`config.mk`:
```
export PLATFORM = sky130hd
export DESIGN_NAME = line_follow_sensor_controller
export DESIGN_NICKNAME = d
export VERILOG_FILES = /design/src/rtl/lfsc_pkg.sv /design/src/rtl/line_follow_sensor_controller.sv
export SDC_FILE = /design/constraint.sdc
export NUM_CORES = 1
export LEC_CHECK = 0
export ABC_AREA = 1
export BUFFER_PORTS_ARGS = -buffer_cell sky130_fd_sc_hd__buf_2
export CORE_MARGIN = 4
export CORE_UTILIZATION = 54
export CTS_BUF_LIST = sky130_fd_sc_hd__clkbuf_16
export DETAILED_ROUTE_END_ITERATION = 8
export PLACE_DENSITY = 0.79
export SKIP_LAST_GASP = 1
export SLEW_MARGIN = 20
export SYNTH_ARGS = -nofsm -noshare
export SYNTH_HDL_FRONTEND = slang
export SYNTH_SLANG_ARGS = --single-unit
```
`constraint.sdc`:
```
create_clock -name clk -period 2.8 [get_ports clk]
set_input_delay 0.42 -clock clk [delete_from_list [all_inputs] [get_ports clk]]
set_output_delay 0.42 -clock clk [all_outputs]
set_load 0.01 [all_outputs]
```
`src/rtl/lfsc_pkg.sv`:
```
// ----------------------------------------------------------------------------
// lfsc_pkg
// Types, codes and reset values shared by the line follow sensor controller.
// ----------------------------------------------------------------------------
`default_nettype none

package lfsc_pkg;

	localparam int SAMPLE_W  = 8;
	localparam int AVG_SHIFT = 2;
	localparam int CFG_IDX_W = 3;
	localparam int IN_DATA_W = 16;
	localparam int OUT_DATA_W = 32;

	localparam logic [SAMPLE_W-1:0] AVG_RESET = 8'd128;

	// register indexes
	localparam logic [CFG_IDX_W-1:0] REG_TURN_RIGHT  = 3'd0;
	localparam logic [CFG_IDX_W-1:0] REG_TURN_LEFT   = 3'd1;
	localparam logic [CFG_IDX_W-1:0] REG_BLINK       = 3'd2;
	localparam logic [CFG_IDX_W-1:0] REG_BLINK_REARM = 3'd3;
	localparam logic [CFG_IDX_W-1:0] REG_SOLID       = 3'd4;
	localparam logic [CFG_IDX_W-1:0] REG_SOLID_REARM = 3'd5;

	localparam logic [SAMPLE_W-1:0] TURN_RIGHT_RST  = 8'd112;
	localparam logic [SAMPLE_W-1:0] TURN_LEFT_RST   = 8'd143;
	localparam logic [SAMPLE_W-1:0] BLINK_RST       = 8'd102;
	localparam logic [SAMPLE_W-1:0] BLINK_REARM_RST = 8'd120;
	localparam logic [SAMPLE_W-1:0] SOLID_RST       = 8'd153;
	localparam logic [SAMPLE_W-1:0] SOLID_REARM_RST = 8'd135;

	// heading
	localparam logic [1:0] HEAD_STOPPED = 2'd0;
	localparam logic [1:0] HEAD_FORWARD = 2'd1;
	localparam logic [1:0] HEAD_LEFT    = 2'd2;
	localparam logic [1:0] HEAD_RIGHT   = 2'd3;

	// drive commands
	localparam logic [2:0] CMD_NONE    = 3'd0;
	localparam logic [2:0] CMD_RIGHT   = 3'd1;
	localparam logic [2:0] CMD_LEFT    = 3'd2;
	localparam logic [2:0] CMD_FORWARD = 3'd3;
	localparam logic [2:0] CMD_RAMP    = 3'd4;

	// stop kinds and magnet events
	localparam logic [1:0] STOP_NONE   = 2'd0;
	localparam logic [1:0] STOP_NOW    = 2'd1;
	localparam logic [1:0] STOP_RAMPED = 2'd2;

	localparam logic [1:0] EVT_NONE  = 2'd0;
	localparam logic [1:0] EVT_BLINK = 2'd1;
	localparam logic [1:0] EVT_SOLID = 2'd2;

	// packed so that stop_kind sits in the lowest bits
	typedef struct packed {
		logic [1:0]          heading;
		logic [SAMPLE_W-1:0] ir_average;
		logic [SAMPLE_W-1:0] hall_average;
		logic [2:0]          drive_command;
		logic [1:0]          magnet_event;
		logic [1:0]          stop_kind;
	} result_t;

	localparam int RESULT_W = $bits(result_t);

	function automatic logic [SAMPLE_W-1:0] ema_update(
		input logic [SAMPLE_W-1:0] avg,
		input logic [SAMPLE_W-1:0] sample
	);
		ema_update = avg - (avg >> AVG_SHIFT) + (sample >> AVG_SHIFT);
	endfunction

endpackage

`default_nettype wire

```
`src/rtl/line_follow_sensor_controller.sv`:
```
// ----------------------------------------------------------------------------
// line_follow_sensor_controller
// Sensor averaging, magnet event detection and steering heading machine.
// ----------------------------------------------------------------------------
// Usage:
//   s_* carries one hall/IR sample pair per transaction; m_* returns exactly
//   one result per input transaction, in order. cfg_* writes one of the six
//   threshold registers; it is always ready and must only be used while idle.
//   An input transaction is captured in the input register (_s1). When the
//   output register is free or being taken, the averages, magnet checks and
//   heading step are evaluated from _s1 and written to the output register
//   together with the running state, which then presents the result on m_*.
//   One transaction per cycle is sustained while m_tready stays high; the
//   running state is updated once per item as it leaves the input register.
//   When m_tready is low the output register holds, the input register fills,
//   and s_tready drops until the output is taken.
//   Reset: averages 128, heading stopped, event flags clear, thresholds at
//   their default values, both registers empty.
// ----------------------------------------------------------------------------
`default_nettype none

module line_follow_sensor_controller (
	input  wire logic                             clk,
	input  wire logic                             arst_n,
	input  wire logic                             s_tvalid,
	output logic                                  s_tready,
	input  wire logic [lfsc_pkg::IN_DATA_W-1:0]   s_tdata,   // hall_sample, ir_sample
	output logic                                  m_tvalid,
	input  wire logic                             m_tready,
	output logic [lfsc_pkg::OUT_DATA_W-1:0]       m_tdata,   // stop_kind, magnet_event,
	                                                         // drive_command, hall_average,
	                                                         // ir_average, heading, zeros
	input  wire logic                             cfg_valid,
	output logic                                  cfg_ready,
	input  wire logic [lfsc_pkg::CFG_IDX_W-1:0]   cfg_index,
	input  wire logic [lfsc_pkg::SAMPLE_W-1:0]    cfg_data
);

	logic [lfsc_pkg::SAMPLE_W-1:0] turn_right_q, turn_left_q;
	logic [lfsc_pkg::SAMPLE_W-1:0] blink_lvl_q, blink_rearm_q;
	logic [lfsc_pkg::SAMPLE_W-1:0] solid_lvl_q, solid_rearm_q;

	logic [lfsc_pkg::SAMPLE_W-1:0] hall_avg_q, ir_avg_q;
	logic                          blink_seen_q, solid_seen_q;
	logic [1:0]                    heading_q;

	logic                          valid_s1;
	logic [lfsc_pkg::SAMPLE_W-1:0] hall_s1, ir_s1;

	logic                          out_valid_q;
	lfsc_pkg::result_t             out_q;

	logic                          advance;
	logic                          take_in;

	lfsc_pkg::result_t             res;
	logic [lfsc_pkg::SAMPLE_W-1:0] hall_nxt, ir_nxt;
	logic                          blink_nxt, solid_nxt;
	logic [1:0]                    heading_nxt;
	logic [1:0]                    stop_on_event;

	assign advance  = valid_s1 && (!out_valid_q || m_tready);
	assign s_tready = !valid_s1 || advance;
	assign take_in  = s_tvalid && s_tready;
	assign cfg_ready = 1'b1;

	assign m_tvalid = out_valid_q;
	assign m_tdata  = {{(lfsc_pkg::OUT_DATA_W - lfsc_pkg::RESULT_W){1'b0}}, out_q};

	// configuration
	always_ff @(posedge clk or negedge arst_n) begin
		if (!arst_n) begin
			turn_right_q  <= lfsc_pkg::TURN_RIGHT_RST;
			turn_left_q   <= lfsc_pkg::TURN_LEFT_RST;
			blink_lvl_q   <= lfsc_pkg::BLINK_RST;
			blink_rearm_q <= lfsc_pkg::BLINK_REARM_RST;
			solid_lvl_q   <= lfsc_pkg::SOLID_RST;
			solid_rearm_q <= lfsc_pkg::SOLID_REARM_RST;
		end else if (cfg_valid && cfg_ready) begin
			case (cfg_index)
				lfsc_pkg::REG_TURN_RIGHT:  turn_right_q  <= cfg_data;
				lfsc_pkg::REG_TURN_LEFT:   turn_left_q   <= cfg_data;
				lfsc_pkg::REG_BLINK:       blink_lvl_q   <= cfg_data;
				lfsc_pkg::REG_BLINK_REARM: blink_rearm_q <= cfg_data;
				lfsc_pkg::REG_SOLID:       solid_lvl_q   <= cfg_data;
				lfsc_pkg::REG_SOLID_REARM: solid_rearm_q <= cfg_data;
				default: ;
			endcase
		end
	end

	// one step of the model
	always_comb begin
		hall_nxt      = lfsc_pkg::ema_update(hall_avg_q, hall_s1);
		ir_nxt        = lfsc_pkg::ema_update(ir_avg_q, ir_s1);
		blink_nxt     = blink_seen_q;
		solid_nxt     = solid_seen_q;
		heading_nxt   = heading_q;
		stop_on_event = (heading_q == lfsc_pkg::HEAD_FORWARD) ?
			lfsc_pkg::STOP_RAMPED : lfsc_pkg::STOP_NOW;

		res               = '0;
		res.stop_kind     = lfsc_pkg::STOP_NONE;
		res.magnet_event  = lfsc_pkg::EVT_NONE;
		res.drive_command = lfsc_pkg::CMD_NONE;

		if (hall_nxt < blink_lvl_q && !blink_seen_q) begin
			res.stop_kind    = stop_on_event;
			res.magnet_event = lfsc_pkg::EVT_BLINK;
			blink_nxt        = 1'b1;
		end else if (hall_nxt > solid_lvl_q && !solid_seen_q) begin
			res.stop_kind    = stop_on_event;
			res.magnet_event = lfsc_pkg::EVT_SOLID;
			solid_nxt        = 1'b1;
		end
		if (hall_nxt > blink_rearm_q)
			blink_nxt = 1'b0;
		if (hall_nxt < solid_rearm_q)
			solid_nxt = 1'b0;

		if (ir_nxt < turn_right_q) begin
			if (heading_q != lfsc_pkg::HEAD_RIGHT) begin
				res.drive_command = lfsc_pkg::CMD_RIGHT;
				heading_nxt       = lfsc_pkg::HEAD_RIGHT;
			end
		end else if (ir_nxt > turn_left_q) begin
			if (heading_q != lfsc_pkg::HEAD_LEFT) begin
				res.drive_command = lfsc_pkg::CMD_LEFT;
				heading_nxt       = lfsc_pkg::HEAD_LEFT;
			end
		end else if (heading_q != lfsc_pkg::HEAD_FORWARD) begin
			res.drive_command = (heading_q == lfsc_pkg::HEAD_STOPPED) ?
				lfsc_pkg::CMD_RAMP : lfsc_pkg::CMD_FORWARD;
			heading_nxt       = lfsc_pkg::HEAD_FORWARD;
		end

		res.hall_average = hall_nxt;
		res.ir_average   = ir_nxt;
		res.heading      = heading_nxt;
	end

	// input register
	always_ff @(posedge clk or negedge arst_n) begin
		if (!arst_n) begin
			valid_s1 <= 1'b0;
		end else if (s_tready) begin
			valid_s1 <= s_tvalid;
		end
	end

	always_ff @(posedge clk) begin
		if (take_in) begin
			hall_s1 <= s_tdata[lfsc_pkg::SAMPLE_W-1:0];
			ir_s1   <= s_tdata[2*lfsc_pkg::SAMPLE_W-1:lfsc_pkg::SAMPLE_W];
		end
	end

	// running state and output register
	always_ff @(posedge clk or negedge arst_n) begin
		if (!arst_n) begin
			hall_avg_q   <= lfsc_pkg::AVG_RESET;
			ir_avg_q     <= lfsc_pkg::AVG_RESET;
			blink_seen_q <= 1'b0;
			solid_seen_q <= 1'b0;
			heading_q    <= lfsc_pkg::HEAD_STOPPED;
			out_valid_q  <= 1'b0;
		end else begin
			if (advance) begin
				hall_avg_q   <= hall_nxt;
				ir_avg_q     <= ir_nxt;
				blink_seen_q <= blink_nxt;
				solid_seen_q <= solid_nxt;
				heading_q    <= heading_nxt;
				out_valid_q  <= 1'b1;
			end else if (m_tready) begin
				out_valid_q  <= 1'b0;
			end
		end
	end

	always_ff @(posedge clk) begin
		if (advance)
			out_q <= res;
	end

	// checks
	a_event_has_stop: assert property (@(posedge clk) disable iff (!arst_n)
		m_tvalid |-> ((out_q.stop_kind == lfsc_pkg::STOP_NONE) ==
			(out_q.magnet_event == lfsc_pkg::EVT_NONE)))
		else $error("stop kind and magnet event disagree");

	a_right_cmd_heading: assert property (@(posedge clk) disable iff (!arst_n)
		(m_tvalid && out_q.drive_command == lfsc_pkg::CMD_RIGHT) |->
			(out_q.heading == lfsc_pkg::HEAD_RIGHT))
		else $error("right command without right heading");

	a_fwd_cmd_heading: assert property (@(posedge clk) disable iff (!arst_n)
		(m_tvalid && (out_q.drive_command == lfsc_pkg::CMD_FORWARD ||
			out_q.drive_command == lfsc_pkg::CMD_RAMP)) |->
			(out_q.heading == lfsc_pkg::HEAD_FORWARD))
		else $error("forward command without forward heading");

	a_state_tracks_out: assert property (@(posedge clk) disable iff (!arst_n)
		m_tvalid |-> (heading_q == out_q.heading && hall_avg_q == out_q.hall_average &&
			ir_avg_q == out_q.ir_average))
		else $error("running state differs from last result");

	a_ready_when_empty: assert property (@(posedge clk) disable iff (!arst_n)
		!m_tvalid |-> s_tready)
		else $error("input stalled with empty output register");

endmodule

`default_nettype wire
```
# Word-level counts from Yosys, hierarchy flattened
# Index checks and enable logic that the tools add are counted.
# W data, S select, Z words.
op_classes:
  n_lt_le_gt_ge: 6
  n_mux: 21
  reduce_logical: 23
  n_addsub: 4
  n_eq_ne: 10
ops:
  columns: ["cell", "n"]
  rows:
  - ["$gt A8 B8 Y1", 3]
  - ["$lt A8 B8 Y1", 3]
  - ["$add A8 B6 Y8", 2]
  - ["$mux W2", 8]
  - ["$sub A8 B6 Y8", 2]
  - ["$reduce_and A2 Y1", 7]
  - ["$mux W3", 4]
  - ["$mux W1", 8]
  - ["$eq A3 B2 Y1 const B", 2]
  - ["$eq A3 B3 Y1 const B", 2]
  - ["$reduce_bool A2 Y1", 3]
  - ["$logic_and A1 B1 Y1", 4]
  - ["$logic_not A1 Y1", 4]
  - ["$mux W4", 1]
  - ["$ne A2 B1 Y1 const B", 2]
  - ["$ne A2 B2 Y1 const B", 2]
  - ["$eq A3 B1 Y1 const B", 1]
  - ["$logic_not A3 Y1", 1]
  - ["$reduce_and A3 Y1", 1]
  - ["$eq A2 B1 Y1 const B", 1]
  - ["$logic_not A2 Y1", 1]
  - ["$logic_or A1 B1 Y1", 2]
totals:
  ff_bits: 111
  out_inout_bits: 35
  word_cells: 85
  input_bits: 32

# Longest topological paths before layout
# Gate-level depths: netlist (run 1).
depth:
  word_depth: 7
  ltp_mapped: 20
  mapped_depth_nobuf: 20

# Least setup slack after synthesis (run 1)
# OpenSTA, ideal clock, no wires.
synth_timing:
  kind: "register to register"
  startpoint: "register ir_avg_q[4] (netlist bit)"
  endpoint: "register out_q (netlist bit m_tdata[5]), data pin"
  path_stages_with_launch: 19
  required_ns: 2.547
  synth_period_minus_slack_ns: 3.026
  setup_time_ns: 0.253
  path_buffers: 0
  arrival_ns: 2.772
  setup_slack_ns: -0.226
  cell_sequence: "dfrtp_1 inv_1 fa_1 inv_1 ha_1 inv_1 o21bai_1 a31oi_1 nand3_1 and2_1 ha_1 nand2_1 inv_1 nor3_1 nand2_1 nand2_1 nand2_2 nand3_1 nand2_1"
synth_between:
  elab_chain_cells: 5
  elab_cells_between_ends: 6
  classes_between: "add/sub: 2; order compare: 2; mux: 2"
synth_lines:
  columns: ["element", "line_no", "text"]
  rows:
  - ["from (decl)", "line_follow_sensor_controller.sv:43", "logic [lfsc_pkg::SAMPLE_W-1:0] hall_avg_q, ir_avg_q;"]
  - ["from (signal assigned)", "line_follow_sensor_controller.sv:162", "ir_avg_q <= lfsc_pkg::AVG_RESET;"]
  - ["from (signal assigned)", "line_follow_sensor_controller.sv:170", "ir_avg_q <= ir_nxt;"]
  - ["$sub A8 B6 Y8 *", "lfsc_pkg.sv:70", "ema_update = avg - (avg >> AVG_SHIFT) + (sample >> AVG_SHIFT);"]
  - ["$add A8 B6 Y8 *", "lfsc_pkg.sv:70", null]
  - ["named net ir_nxt (one bit)", "line_follow_sensor_controller.sv:57", "logic [lfsc_pkg::SAMPLE_W-1:0] hall_nxt, ir_nxt;"]
  - ["$gt A8 B8 Y1", "line_follow_sensor_controller.sv:126", "end else if (ir_nxt > turn_left_q) begin"]
  - ["$mux W3", "line_follow_sensor_controller.sv:126", null]
  - ["$mux W3 *", "line_follow_sensor_controller.sv:121", "if (ir_nxt < turn_right_q) begin"]
  - ["to (signal assigned)", "line_follow_sensor_controller.sv:183", "out_q <= res;"]
  - ["to (decl)", "line_follow_sensor_controller.sv:51", "lfsc_pkg::result_t out_q;"]
# Mark *: on every way through the listed nets, which the timed path passes. The rest lies on a longest branch.
# A chain may end at the register's enable or synchronous reset.

# Worst setup path after layout (run 1)
layout_timing:
  startpoint: "register ir_avg_q[6] (netlist bit)"
  endpoint: "register out_q (netlist bit m_tdata[5]), data pin"
# Same word-level chain as after synthesis.

==> qor.yml, run 1 <==
cp-start-kind: "register"
whs_endpoint: "hall_s1[4]"
clockBufferDepth: 2
grt_pass1_wl_microns: 23500
fp.dieH_microns: 115
cts.sink_count: 107
clock_skew_ns: 0.0121
rsz0062_at_grt: "true"
setup_ws_ns: -0.441
die_w_microns: 115
worstMarginPinSlew_ns: 0.939
grt_overflow: 0
setup-violations-final: 13
cts_tree: "done"
drc_errors: 0
hp-start: "s_tdata[4]"
synth-edff-count: 37
critical_path_class: "register to register"
area_growth_pct: 29.2
relSlewSlack_pct: 37.4
grt_pass1_vias: 5016
multi_input_area_sq_mm: 0.00321
ys_ff_latch: 107
die_area_sq_mm: 0.0132
clk_pin_slew_ns: 0.07
reg2reg_slack_ns: -0.44
wl_microns: 15600
fmax_ghz: 0.309
post-route-min-period_ns: 3.24
netlist_area_sq_mm: 0.00617
viasPerCell: 5.27
synth.avg_cell_area_sq_um: 9.45
ant_nets: 0
design_area_sq_mm: 0.00797
rr_worst_depth: 18
crit_arrival_ns: 3.35
cts_root_buffer: "clkbuf_16"
maxSlewViolCount: 0
ctsHoldBuffers: 0
layout-drive-gt1-share_pct: 38.5
num_rows: 38
hpwl_microns: 9870
port_buffers: 54
grt_max_degree: 71
grt_usage_pct: 22.8
maxCapViolations: 0
synth-async-reset-ratio_pct: 65.4
rr_startpoint: "ir_avg_q[6]"
syn-instance-count: 653
htreeDepth: 3
synth-seq-area-share_pct: 46.9
gp_congestion: 0.846
cts_buffers: 9
path_max_fanout: 4
drt-wirelength-per-cell_microns: 16.9
ys_warn_count: 0
min_path_type: "input port to register"
cp_data_required_time_ns: 2.91
nets: 884
io_pins: 67
timing.final.crit_share_pct: 116
fin_cells: 924
end_kind: "register"
fill_cells: 720
hold_depth: 1
vias: 4873
dr.pass1.iters: 7
hold_violations: 0
start_util_pct: 55.9
antenna_cells: 0
seqCellArea_sq_mm: 0.00290
drtIter0Drc: 335
antenna_found_initial: 0
post_dp_cell_area_sq_mm: 0.00703
coreArea_sq_mm: 0.0110
status: "finished with violations"
synth_ff_type: "dfrtp_1"
violations: "negative setup slack"
synth_cell_type_count: 38
place_inst: 883
insertion_delay_ns: 0.35
r2r_end: "m_tdata[5]"
[cells in the final DEF, fill, tap and decap left out, types with 18 or more instances in the layout]
cell type,instances
buf_2,54
buf_4,68
dfrtp_1,42
dfstp_2,26
edfxtp_1,37
ha_1,41
ha_4,18
inv_1,115
inv_2,26
nand2_1,125
o21ai_0,42
[per-stage QoR]
step / utilization (%) / hold slack, ns / setup WS, ns / TNS [ns]
2_1_floorplan: - / 0.124 / -0.0786 / -0.241
3_3_place_gp: 63.7 / 0.464 / -0.254 / -2.37
3_5_place_dp: 63.7 / 0.468 / -0.447 / -4.17
4_1_cts: 69.7 / 0.237 / -0.345 / -3.29
5_1_grt: 72.3 / 0.233 / -0.560 / -6.12
6_report: 72.3 / 0.241 / -0.441 / -4.44
[cells in the mapped netlist (2+ instances only)]
cell,n,area share (%)
fa_1,12,3.9
nand2_1,141,8.6
nand4_1,5,0.51
nand2_4,2,0.36
inv_2,3,0.18
nand3_1,16,1.3
a21o_1,3,0.36
a21oi_1,26,2.1
nor2_1,13,0.79
o21ai_1,13,1.1
xnor2_1,3,0.43
buf_6,7,1.3
and2_1,2,0.20
a31o_2,2,0.28
o21bai_1,2,0.24
conb_1,2,0.12
xor2_1,8,1.1
buf_4,8,0.97
dfstp_2,26,11
ha_1,61,12
inv_1,136,8.3
nor2_4,2,0.36
o21ai_2,9,1.3
nand3_4,2,0.57
dfrtp_1,44,18
a31oi_1,3,0.30
o21ai_0,45,3.6
nand2_2,7,0.71
nor3_1,2,0.16
edfxtp_1,37,18
o21a_1,3,0.36
a21oi_2,2,0.28
[how the worst max path moves through the flow]
stage                              from         end  slack [ns]  depth (start not counted)
after detailed placement    ir_avg_q[2]  m_tdata[5]       -0.45                         17
after CTS                   ir_avg_q[4]  m_tdata[5]       -0.34                         17
after global routing      hall_avg_q[1]  m_tdata[0]       -0.56                         19
final                       ir_avg_q[6]  m_tdata[5]       -0.44                         18
after floorplan             ir_avg_q[6]  m_tdata[5]       -0.08                         18
after global placement    hall_avg_q[3]  m_tdata[0]       -0.25                         19
[area by class of cell]
cell class	instances	area share, %
multi-input combinational	396	40.2
sequential	107	36.4
timing repair buffer	126	10.5
inverter	139	6.55
clock buffer	9	2.83
tap	140	2.20
clock inverter	7	1.37
[worst max-delay path: stages (launching register included)]
cell and delay [ns]:
dfrtp_2 0.44, fa_1 0.53, inv_2 0.05, ha_4 0.28, inv_2 0.05, o21bai_4 0.16, a31oi_2 0.13, nand2_1 0.11
nand2_2 0.07, and2_4 0.17, buf_4 0.14, ha_4 0.27, nand2_2 0.06, nor2_2 0.13, nand2_2 0.10, nand2_4 0.11
nand2_4 0.07, nand3_2 0.06, nand2_1 0.05
[cells by family after synthesis]
kind of cell    count (synthesis)  share of synthesized area (%)
buf+inv                       156                           11.0
simple gates                  194                           13.8
compound gates                109                           10.1
fa+ha+maj                      73                           16.3
flops                         107                           46.9
xor+xnor                       12                           1.83
other cells                     2                          0.122
[registers in the layout, summed over array words and instances (netlist names), 8 cells and up]
register and count:
solid_rearm_q 8, solid_lvl_q 8, m_tdata 25, turn_right_q 8, turn_left_q 8, hall_avg_q 8
blink_rearm_q 8, blink_lvl_q 8, ir_avg_q 8
[repair_timing]
action,CTS,global route
setup buffers,18,10
setup endpoints to repair,13,14
resized for setup,46,51
hold endpoints to repair,0,0
pin swaps,47,34
cloned,0,0
[metal layers]
layer  part of all wire [%]  global-route usage, %  up-vias
li1                       -                      -     2307
met1                     38                   25.1     2382
met2                     54                   42.6      138
met3                    4.0                   3.95       46
met4                    3.7                   10.1        0
met5                      0                      0        -
Power of run 1 is not shown: default switching activity piles up to over one toggle a cycle in this logic, so the estimate is an artifact.
==> inputs of run 2 (changes only) <==
CELL_PAD_IN_SITES_DETAIL_PLACEMENT = 1   (was default)
CELL_PAD_IN_SITES_GLOBAL_PLACEMENT = 2   (was default)
CORE_UTILIZATION = 34   (was 54)
==> qor.yml, run 2 (synthesized netlist as in run 1, its figures left out) <==
clk_pin_slew_ns: 0.07  # about the same
fill_cells: 2006  # was 720
port_buffers: 54  # unchanged
post-route-min-period_ns: 3.18  # was 3.24 ns
crit_family: "adder cells"  # unchanged
nets: 888  # was 884
max_stage_delay_ns: 0.57  # was 0.53 ns
clockBufferDepth: 2  # unchanged
clock_skew_ns: 0.0141  # was 0.0121 ns
setup-violations-final: 13  # unchanged
fp.dieH_microns: 143  # was 115 microns
critPathBufInv: 7  # was 3
gp_congestion: 0.869  # was 0.846
num_rows: 49  # was 38
worst_path_max_delay_cell: "fa_1"  # unchanged
dr.pass1.iters: 7  # unchanged
antenna_found_initial: 0  # unchanged
die_w_microns: 143  # was 115 microns
critical_path.cell_chain: "inv_2 > fa_1 > inv_2 > ha_4 > buf_6 > nand2_2 > inv_2 > buf_4 > a21oi_4 > xnor2_4 > buf_6 > buf_6 > ha_4 > nand2_2 > nor3_4 > a31oi_2 > a22oi_2"  # was fa_1 > inv_2 > ha_4 > inv_2 > o21bai_4 > a31oi_2 > nand2_1 > nand2_2 > and2_4 > buf_4 > ha_4 > nand2_2 > nor2_2 > nand2_2 > nand2_4 > nand2_4 > nand3_2 > nand2_1
drt-wirelength-per-cell_microns: 16.5  # was 16.9 microns
rsz0062_at_grt: "true"  # unchanged
htreeDepth: 3  # unchanged
start_util_pct: 34.5  # was 55.9%
grt_max_degree: 42  # was 71
pre_cts_ws_ns: -0.425  # was -0.447 ns
wl_microns: 16800  # was 15600 microns
path_max_fanout: 4  # unchanged
relSlewSlack_pct: 51.7  # was 37.4%
cp_data_required_time_ns: 3.07  # was 2.91 ns
layout-drive-gt1-share_pct: 41.5  # was 38.5%
end_kind: "register"  # unchanged
grt_usage_pct: 17.1  # was 22.8%
maxSlewViolCount: 0  # unchanged
grt_overflow: 0  # unchanged
cts_buffers: 9  # unchanged
hold_ws_ns: 0.122  # was 0.241 ns
final_common_cell: "nand2_1"  # unchanged
worstMarginPinSlew_ns: 0.724  # was 0.939 ns
reg2reg_slack_ns: -0.38  # was -0.44 ns
cts_root_buffer: "clkbuf_16"  # unchanged
status: "finished with violations"  # unchanged
vias: 4708  # was 4873
min_path_type: "input port to asynchronous set/reset pin"  # was input port to register
cts_tree: "done"  # unchanged
layout_common_cells: "nand2_1 (122), inv_1 (111), buf_4 (64), buf_2 (54), dfrtp_1 (44)"  # was nand2_1 (125), inv_1 (115), buf_4 (68), buf_2 (54)
cts.sink_count: 107  # unchanged
drc_errors: 0  # unchanged
viasPerCell: 4.63  # was 5.27
die_area_sq_mm: 0.0204  # was 0.0132 sq mm
timing.final.crit_share_pct: 113  # was 116%
grt_pass1_vias: 5363  # was 5016
violations: "negative setup slack"  # unchanged
setup_ws_ns: -0.376  # was -0.441 ns
coreArea_sq_mm: 0.0179  # was 0.0110 sq mm
grt_pass1_wl_microns: 27400  # was 23500 microns
io_pins: 67  # unchanged
cp-start-kind: "register"  # unchanged
drtIter0Drc: 176  # was 335
critical_path_class: "register to register"  # unchanged
largest_reg_flops: 25  # unchanged
crit_arrival_ns: 3.44  # was 3.35 ns
insertion_delay_ns: 0.36  # was 0.35 ns
area_growth_pct: 35.0  # was 29.2%
hpwl_microns: 11900  # was 9870 microns
hold_violations: 0  # unchanged
ant_nets: 0  # unchanged
fmax_ghz: 0.315  # was 0.309 GHz
antenna_cells: 0  # unchanged
maxCapViolations: 0  # unchanged
-- run 2: worst paths after layout --
path / cells past startpoint / from / to
max: 17 / hall_avg_q[3] / blink_seen_q
max in group asynchronous: 2 / arst_n / ir_avg_q[7]
min reg2reg: 2 / turn_left_q[1] / turn_left_q[1]
min: 1 / arst_n / solid_rearm_q[6]
max reg2reg: 17 / hall_avg_q[3] / blink_seen_q
min in group clk: 1 / s_tdata[7] / hall_s1[7]
-- run 2: metrics by stage --
stage	utilization, %	setup TNS (ns)	instance area [sq um]	instances
floorplan	-	-0.241	6390	659
global placement	40.3	-3.28	7220	979
detailed placement	40.3	-4.47	7220	979
CTS	44.7	-3.48	8000	1007
global route	46.5	-5.71	8330	1017
finish	46.5	-3.61	8330	1017
-- run 2: area by class of cell --
type	instances	area, sq um	share of cell area [%]
clock buffers	10	250	3.00
clock inverters	6	25.0	0.300
inverters	139	524	6.30
multi-input cells	396	3440	41.3
flip-flops and latches	107	2900	34.8
well taps	229	287	3.44
repair buffers	130	903	10.8
-- run 2: what timing repair did --
action / in CTS / in global routing
pin swaps: 62 / 56
hold endpoints to repair: 0 / 0
setup endpoints to repair: 13 / 13
hold buffers: 0 / 0
setup buffers: 14 / 11
gates resized for setup: 89 / 49
-- run 2: routing by layer --
layer	routed length [microns]	share of wire [%]	vias to the layer above	global-route usage (%)
met1	7360	44	2320	21.4
met3	458	2.7	14	2.65
met5	0	0	-	0
met4	197	1.2	0	4.30
met2	8780	52	56	30.7
li1	-	-	2318	-
-- run 2: worst register-to-register path: cells and delay by family, from the launching register on --
family | cells | cell delay, ns
xor gates and xnor gates | 1 | 0.14
and+or+nand+nor | 3 | 0.33
buffers and inverters | 7 | 0.67
adders and majority gates | 3 | 1.08
DFF | 1 | 0.39
AOI/OAI and AO/OA | 3 | 0.48
Power of run 2 is left out for the same reason.
==> inputs of run 3 (changes only) <==
==> constraint.sdc (replaced) <==
create_clock -name clk -period 2.8 [get_ports clk]
set_input_delay 0.56 -clock clk [delete_from_list [all_inputs] [get_ports clk]]
set_output_delay 0.56 -clock clk [all_outputs]
set_load 0.01 [all_outputs]
==> qor.yml, run 3 (synthesized netlist as in run 1, its figures left out) <==
drt-wirelength-per-cell_microns: 16.1  # was 16.5 microns
path_max_fanout: 4  # unchanged
port_buffers: 54  # unchanged
start_util_pct: 34.5  # unchanged
final_common_cell: "nand2_1"  # unchanged
maxCapViolations: 0  # unchanged
violations: "negative setup slack"  # unchanged
status: "finished with violations"  # unchanged
cp_data_required_time_ns: 2.91  # was 3.07 ns
dr.pass1.iters: 4  # was 7
post-route-min-period_ns: 3.14  # was 3.18 ns
drc_errors: 0  # unchanged
r2r_end: "m_tdata[5]"  # was blink_seen_q
timing.final.crit_share_pct: 112  # was 113%
coreArea_sq_mm: 0.0179  # unchanged
layout_common_cells: "nand2_1 (122), inv_1 (104), buf_4 (69), buf_2 (54), dfrtp_1 (44)"  # was nand2_1 (122), inv_1 (111), buf_4 (64), buf_2 (54), dfrtp_1 (44)
design_area_sq_mm: 0.00827  # was 0.00833 sq mm
setup_ws_ns: -0.339  # was -0.376 ns
crit_arrival_ns: 3.25  # was 3.44 ns
crit_path_start: "ir_avg_q[4]"  # was hall_avg_q[3]
reg2reg_slack_ns: -0.34  # was -0.38 ns
rsz0062_at_grt: "true"  # unchanged
cp-start-kind: "register"  # unchanged
hold_violations: 0  # unchanged
end_kind: "register"  # unchanged
ant_nets: 0  # unchanged
largest_reg_flops: 25  # unchanged
die_area_sq_mm: 0.0204  # unchanged
cts_tree: "done"  # unchanged
grt_pass1_wl_microns: 26600  # was 27400 microns
io_pins: 67  # unchanged
vias: 4724  # was 4708
die_w_microns: 143  # unchanged
nets: 891  # was 888
gp_congestion: 0.825  # was 0.869
grt_overflow: 0  # unchanged
wl_microns: 16400  # was 16800 microns
ctsHoldBuffers: 0  # unchanged
drtIter0Drc: 200  # was 176
layout-drive-gt1-share_pct: 41.2  # was 41.5%
grt_usage_pct: 16.7  # was 17.1%
clk_pin_slew_ns: 0.08  # was 0.07 ns
rr_startpoint: "ir_avg_q[4]"  # was hall_avg_q[3]
viasPerCell: 4.63  # about the same
min_path_type: "input port to asynchronous set/reset pin"  # unchanged
insertion_delay_ns: 0.36  # about the same
post-route-util_pct: 46.2  # was 46.5%
post_dp_cell_area_sq_mm: 0.00723  # was 0.00722 sq mm
critical_path_class: "register to register"  # unchanged
grt_pass1_vias: 5177  # was 5363
htreeDepth: 3  # unchanged
clockBufferDepth: 2  # unchanged
cts.sink_count: 107  # unchanged
num_rows: 49  # unchanged
hpwl_microns: 11400  # was 11900 microns
setup-violations-final: 13  # unchanged
fp.dieH_microns: 143  # unchanged
antenna_found_initial: 0  # unchanged
cts_buffers: 9  # unchanged
cts_root_buffer: "clkbuf_16"  # unchanged
rr_worst_depth: 19  # was 17
clock_skew_ns: 0.0114  # was 0.0141 ns
antenna_cells: 0  # unchanged
fmax_ghz: 0.319  # was 0.315 GHz
area_growth_pct: 34.1  # was 35.0%
maxSlewViolCount: 0  # unchanged
grt_max_degree: 71  # was 42
run 3: worst max-delay path, cell delays in order (launching register included):
cell	delay (ns)
dfrtp_1	0.41
inv_1	0.07
fa_1	0.49
inv_2	0.05
ha_4	0.29
inv_4	0.04
o21bai_4	0.16
a31oi_4	0.12
nand2_1	0.09
nand2_1	0.07
and2_4	0.20
ha_4	0.23
nand2_1	0.08
inv_1	0.05
nor3_2	0.18
nand2_2	0.08
nand2_2	0.10
nand2_4	0.07
nand3_2	0.06
nand2_1	0.05
run 3: stage by stage:
stage	setup TNS, ns	cells	setup slack, ns	hold slack (ns)
global placement	-3.73	980	-0.359	0.465
global route	-5.45	1020	-0.519	0.262
floorplan	-0.241	659	-0.0786	0.264
CTS	-3.07	1014	-0.330	0.238
finish	-3.30	1020	-0.339	0.219
detailed placement	-4.64	980	-0.437	0.473
run 3: cell type report:
class                      count  area (sq um)
fill                        2027          9630
inverter                     139           527
clock buffer                  11           275
tap                          229           287
sequential                   107          2900
clock inverter                 5          23.8
multi-input combinational    396          3350
timing repair buffer         133           918
run 3: routing by layer:
| layer | GRT usage, % | vias up | share of wire (%) |
|---|---|---|---|
| li1 | - | 2326 | - |
| met1 | 21.2 | 2319 | 45 |
| met2 | 28.9 | 61 | 50 |
| met3 | 2.55 | 18 | 2.8 |
| met4 | 5.75 | 0 | 1.9 |
| met5 | 0 | - | 0 |
run 3: worst max path at each step:
stage | endpoint | slack [ns] | cells after the start
final | m_tdata[5] | -0.34 | 19
after global routing | m_tdata[0] | -0.52 | 19
after CTS | m_tdata[5] | -0.33 | 16
after detailed placement | m_tdata[5] | -0.44 | 17
after global placement | m_tdata[0] | -0.36 | 17
after floorplan | m_tdata[5] | -0.08 | 18
run 3: repair_timing:
item / CTS / global route
endpoints found under the setup margin: 13 / 13
buffers inserted: 19 / 6
pin swaps: 70 / 24
resized for setup: 100 / 27
Power of run 3 is left out for the same reason.
